### src/rtl/poi_pkg.sv
// Shared types, constants and helper functions for the planar odometry integrator.
// Used by every module under rtl but poi_checker; depends on nothing.
package poi_pkg;

    // CORDIC stage count: default and the number of angle table entries
    localparam int CORDIC_STAGES_DEF = 16;
    localparam int CORDIC_STAGES_MAX = 24;

    // longest interval taken into account, microseconds
    localparam logic [19:0] DT_MAX = 20'd1000000;

    // round(2^60 / (2 pi * 4096 * 10^6)): rate * dt to binary angle, scaled by 2^40
    localparam logic signed [33:0] RATE_TO_BAM = 34'sd44798134;

    // CORDIC start value, Q1.30 reciprocal of the rotator gain
    localparam logic signed [33:0] CORDIC_GAIN = 34'sd652032874;

    // 2^6 * 10^6 = 2^12 * 15625: 2^-12 velocity times microseconds to 2^-24 metre.
    // Divide by 2^12 with a shift, then by 15625 as a multiply by ceil(2^59 / 15625)
    // and a 59-bit shift; exact for shifted numerators below 2^45.
    localparam logic [45:0] DIV_RECIP = 46'd36893488147420;
    localparam logic [63:0] DIV_HALF  = 64'd32000000;

    localparam logic [15:0] GAIN_RESET = 16'd16384;

    // configuration register indexes
    localparam logic [7:0] CFG_GAIN_FWD = 8'd0;
    localparam logic [7:0] CFG_GAIN_LAT = 8'd1;

    typedef enum logic [3:0] {
        ST_IDLE,
        ST_SCALE,
        ST_ROT,
        ST_MUL_FC,
        ST_MUL_LS,
        ST_MUL_FS,
        ST_MUL_LC,
        ST_MUL_RT,
        ST_MUL_RK,
        ST_MUL_XT,
        ST_MUL_YT,
        ST_DIV_Y,
        ST_WAIT,
        ST_DONE
    } state_t;

    // operand selection of the shared multiplier
    typedef enum logic [3:0] {
        MUL_NONE,
        MUL_FC,     // scaled forward * cos
        MUL_LS,     // scaled lateral * sin
        MUL_FS,     // scaled forward * sin
        MUL_LC,     // scaled lateral * cos
        MUL_RT,     // turn rate * dt
        MUL_RK,     // (rate * dt) * angle constant
        MUL_XT,     // world x velocity * dt
        MUL_YT      // world y velocity * dt
    } mul_op_t;

    typedef struct packed {
        logic    load;
        logic    scale;
        logic    cordic_start;
        logic    cordic_quat;
        mul_op_t mul_op;
        logic    div_x_start;
        logic    div_y_start;
        logic    finish;
    } poi_cmd_t;

    typedef struct packed {
        logic cordic_busy;
        logic div_busy;
        logic out_block;
    } poi_status_t;

    // arctangent of 2^-i as a binary angle
    function automatic logic [31:0] atan_bam(input logic [4:0] i);
        logic [31:0] r;
        unique case (i)
            5'd0:    r = 32'd536870912;
            5'd1:    r = 32'd316933406;
            5'd2:    r = 32'd167458907;
            5'd3:    r = 32'd85004756;
            5'd4:    r = 32'd42667331;
            5'd5:    r = 32'd21354465;
            5'd6:    r = 32'd10679838;
            5'd7:    r = 32'd5340245;
            5'd8:    r = 32'd2670163;
            5'd9:    r = 32'd1335087;
            5'd10:   r = 32'd667544;
            5'd11:   r = 32'd333772;
            5'd12:   r = 32'd166886;
            5'd13:   r = 32'd83443;
            5'd14:   r = 32'd41722;
            5'd15:   r = 32'd20861;
            5'd16:   r = 32'd10430;
            5'd17:   r = 32'd5215;
            5'd18:   r = 32'd2608;
            5'd19:   r = 32'd1304;
            5'd20:   r = 32'd652;
            5'd21:   r = 32'd326;
            5'd22:   r = 32'd163;
            5'd23:   r = 32'd81;
            default: r = 32'd0;
        endcase
        return r;
    endfunction

    // Q1.30 to Q1.15, rounded, saturated
    function automatic logic [15:0] to_q15(input logic signed [33:0] v);
        logic signed [34:0] s;
        logic signed [19:0] r;
        s = {v[33], v} + 35'sd16384;
        r = s[34:15];
        if (r > 20'sd32767)
            return 16'h7fff;
        else if (r < -20'sd32768)
            return 16'h8000;
        return r[15:0];
    endfunction

endpackage

### src/rtl/poi_ctrl.sv
// Controller: sequences capture, rotation, multiplies, divisions and the result beat.
// Depends on poi_pkg (state, command and status types).
module poi_ctrl (
    input  logic                 clk,
    input  logic                 rst_n,
    input  logic                 in_valid,
    output logic                 in_stall,
    input  poi_pkg::poi_status_t status,
    output poi_pkg::poi_cmd_t    cmd
);

    poi_pkg::state_t state_reg, state_next;

    always_ff @(posedge clk or negedge rst_n)
    begin
        if (!rst_n)
            state_reg <= poi_pkg::ST_IDLE;
        else
            state_reg <= state_next;
    end

    // next state
    always_comb
    begin
        state_next = state_reg;
        unique case (state_reg)
            poi_pkg::ST_IDLE:   if (in_valid) state_next = poi_pkg::ST_SCALE;
            poi_pkg::ST_SCALE:  state_next = poi_pkg::ST_ROT;
            poi_pkg::ST_ROT:    if (!status.cordic_busy) state_next = poi_pkg::ST_MUL_FC;
            poi_pkg::ST_MUL_FC: state_next = poi_pkg::ST_MUL_LS;
            poi_pkg::ST_MUL_LS: state_next = poi_pkg::ST_MUL_FS;
            poi_pkg::ST_MUL_FS: state_next = poi_pkg::ST_MUL_LC;
            poi_pkg::ST_MUL_LC: state_next = poi_pkg::ST_MUL_RT;
            poi_pkg::ST_MUL_RT: state_next = poi_pkg::ST_MUL_RK;
            poi_pkg::ST_MUL_RK: state_next = poi_pkg::ST_MUL_XT;
            poi_pkg::ST_MUL_XT: state_next = poi_pkg::ST_MUL_YT;
            poi_pkg::ST_MUL_YT: state_next = poi_pkg::ST_DIV_Y;
            poi_pkg::ST_DIV_Y:  state_next = poi_pkg::ST_WAIT;
            poi_pkg::ST_WAIT:
                if (!status.cordic_busy && !status.div_busy)
                    state_next = poi_pkg::ST_DONE;
            poi_pkg::ST_DONE:   if (!status.out_block) state_next = poi_pkg::ST_IDLE;
            default:            state_next = poi_pkg::ST_IDLE;
        endcase
    end

    // commands
    always_comb
    begin
        cmd      = '0;
        in_stall = (state_reg != poi_pkg::ST_IDLE);
        unique case (state_reg)
            poi_pkg::ST_IDLE:   cmd.load = in_valid;
            poi_pkg::ST_SCALE:
            begin
                cmd.scale        = 1'b1;
                cmd.cordic_start = 1'b1;
            end
            poi_pkg::ST_MUL_FC: cmd.mul_op = poi_pkg::MUL_FC;
            poi_pkg::ST_MUL_LS: cmd.mul_op = poi_pkg::MUL_LS;
            poi_pkg::ST_MUL_FS: cmd.mul_op = poi_pkg::MUL_FS;
            poi_pkg::ST_MUL_LC: cmd.mul_op = poi_pkg::MUL_LC;
            poi_pkg::ST_MUL_RT: cmd.mul_op = poi_pkg::MUL_RT;
            poi_pkg::ST_MUL_RK: cmd.mul_op = poi_pkg::MUL_RK;
            poi_pkg::ST_MUL_XT: cmd.mul_op = poi_pkg::MUL_XT;
            poi_pkg::ST_MUL_YT:
            begin
                cmd.mul_op       = poi_pkg::MUL_YT;
                cmd.div_x_start  = 1'b1;
                cmd.cordic_start = 1'b1;
                cmd.cordic_quat  = 1'b1;
            end
            poi_pkg::ST_DIV_Y:  cmd.div_y_start = 1'b1;
            poi_pkg::ST_DONE:   cmd.finish = !status.out_block;
            default:            cmd = '0;
        endcase
    end

endmodule

### config.mk
export PLATFORM = sky130hd
export DESIGN_NAME = poi_ctrl
export DESIGN_NICKNAME = d
export VERILOG_FILES = /design/src/rtl/poi_pkg.sv /design/src/rtl/poi_ctrl.sv
export SDC_FILE = /design/constraint.sdc
export NUM_CORES = 1
export LEC_CHECK = 0
export BUFFER_PORTS_ARGS = -buffer_cell sky130_fd_sc_hd__buf_2
export CAP_MARGIN = 10
export CORE_AREA = 2 2 39 41
export DETAILED_ROUTE_END_ITERATION = 12
export DIE_AREA = 0 0 41 43
export PLACE_DENSITY = 0.51
export SLEW_MARGIN = 10
export SYNTH_ARGS = -nofsm -noshare
export SYNTH_HDL_FRONTEND = slang
export SYNTH_SLANG_ARGS = --single-unit
### constraint.sdc
create_clock -name clk -period 1.6 [get_ports clk]
set_clock_uncertainty 0.05 [all_clocks]
set_input_delay 0.16 -clock clk [delete_from_list [all_inputs] [get_ports clk]]
set_output_delay 0.16 -clock clk [all_outputs]
set_load 0.05 [all_outputs]
==> results.cfg <==
[synth]
synth_edf_count = 0
synth_seq_cells = 4
yosys_warnings = 0
synth_area_sq_um = 354
synth_cell_types = 26
synth_nets = 51
synthArstFlopShare = 1.00
ys.flop_type = dfrtp_1
syn_area_per_cell_sq_um = 7.87
synth_seq_area_share = 0.283
synth_cells = 45

[setup_path]
end_kind = output pin
rr_worst_depth = 5
crit_slowest_cell = dfrtp_2
r2r_slack_ps = 220
path_max_fanout = 7
crit_chain = or3_1 -> and3_4 -> buf_6
cpPeakStageDelay_ps = 440
worst_ep_arrival_time_ps = 1370
critical_path_class = flip-flop to output pin
r2r-end = state_reg[0]
crit_buf_inv = 1
r2r-start = state_reg[3]
worstSetupStartpointType = flip-flop
cpLargestDelayFamily = simple AND/OR/NAND/NOR gates
cp.required_ps = 1390

[clocking]
cts_made_buffers = 3
clk_latency_ps = 230
cts_tree = yes
root_buffer = clkbuf_4
path_clk_slew_ps = 40
clock_path_buffers = 2
h-tree-depth = 1
clock-sinks = 4

[floorplan]
pin_count = 18
rows = 14
die_y_um = 43
die_area_sq_um = 1760
core_sq_um = 1380
initial_core_util = 0.256
die_x_um = 41

[hold_path]
hold_end = state_reg[0]
worstHoldPathCells = 3
hold_class = input pin to flip-flop
hp-start = status[2]

[finish]
nets = 79
largest_reg_flops = 4
area_delta_synth_final_pct = 69.3
layout-drive-gt1-share = 0.577
mostFrequentLayoutCells = 11 x buf_2, 11 x buf_4, 4 x nor2_1, 4 x nand2_1
antenna_cells = 0

[grt]
grt.overflow.total = 0
grt_pass1_wl_um = 1440
antenna_found_initial = 0
grt_max_degree = 11
track_usage = 0.127
grt_pass1_vias = 349

[sta]
tightest_slew_ps = 250
slew_viol_final = 0
maxSlewHeadroom = 0.835
hold_violations = 0
fmax_ghz = 0.635
finalCriticalPeriod_ps = 1580
fin_ws_ps = 24.0
finalCritPeriodShare = 0.985
finalSetupViolations = 0
fin_hold_ws_ps = 201

[run_status]
status = finished clean

[placement]
dp_hpwl_um = 700
place_ws_ps = 127
place_congestion = 0.759
numPortBuffers = 17

[flow_run]
maxCapViolations = 0

[route]
wire_per_inst_um = 10.8
drt-pass1-iter-count = 3
viasPerCell = 4.75
drt_iter0_drc = 7
postRouteAntennaNets = 0
routed_wl_um = 943
drc = 0
vias = 413
## logic make-up after synthesis
| kind of cell | share of synthesized area |
|---|---|
| multiplexers | 0.0283 |
| AO/OA/AOI/OAI | 0.233 |
| buffers and inverters | 0.120 |
| flip-flops | 0.283 |
| AND/OR/NAND/NOR | 0.336 |
## through the flow
stage / instance area, sq um / std cells / utilization / setup TNS (ps)
floorplan: 385 / 45 / - / -99.6
global placement: 493 / 79 / 0.356 / 0
detailed placement: 493 / 79 / 0.356 / 0
CTS: 547 / 83 / 0.395 / 0
global route: 599 / 87 / 0.433 / -31.0
finish: 599 / 87 / 0.433 / 0
## timing repair
action / in CTS / in global routing
hold buffers: 1 / 0
endpoints found under the hold margin: 4 / 0
cloned: 0 / 0
endpoints found under the setup margin: 9 / 9
buffers inserted: 0 / 4
resized for setup: 9 / 8
## final cells by class
class                      instances  area, sq um
sequential                         4          104
clock buffer                       3         22.5
fill                             154          785
tap                               16         20.0
multi-input combinational         35          259
inverter                           2         7.51
timing repair buffer              27          186
## worst min-delay path, stage by stage
cell,delay (ps)
buf_2,90
a21oi_1,60
o2bb2ai_1,130
## cell usage after synthesis, types with 2 or more instances
cell type  n  area [sq um]
o21ai_0    2          10.0
inv_1      2          7.51
a21oi_1    3          15.0
nor3_1     2          10.0
nor2_1     5          18.8
and3_1     2          12.5
nand2b_1   2          12.5
dfrtp_1    4           100
buf_6      2          22.5
o2bb2ai_1  2          17.5
nand2_1    4          15.0
## worst max-delay path by stage
stage	startpoint	to	slack (ps)	cells past startpoint
2_1_floorplan	state_reg[2]	cmd[8]	-100	3
3_3_place_gp	state_reg[2]	cmd[8]	130	4
3_5_place_dp	state_reg[2]	cmd[8]	130	4
4_1_cts	state_reg[1]	cmd[3]	8	3
5_1_grt	state_reg[2]	cmd[3]	-20	3
6_report	state_reg[2]	cmd[3]	20	3
## per-layer routing
layer / part of all wire / up-vias / track usage
met4: 0.0085 / 0 / 0.0800
met3: 0.043 / 2 / 0.0471
met2: 0.53 / 12 / 0.194
li1: - / 212 / -
met5: 0 / - / 0
met1: 0.42 / 187 / 0.141
Power is left out: the tool's default activity adds up to more than one toggle a clock period on the data nets, which glitch-free logic cannot reach.
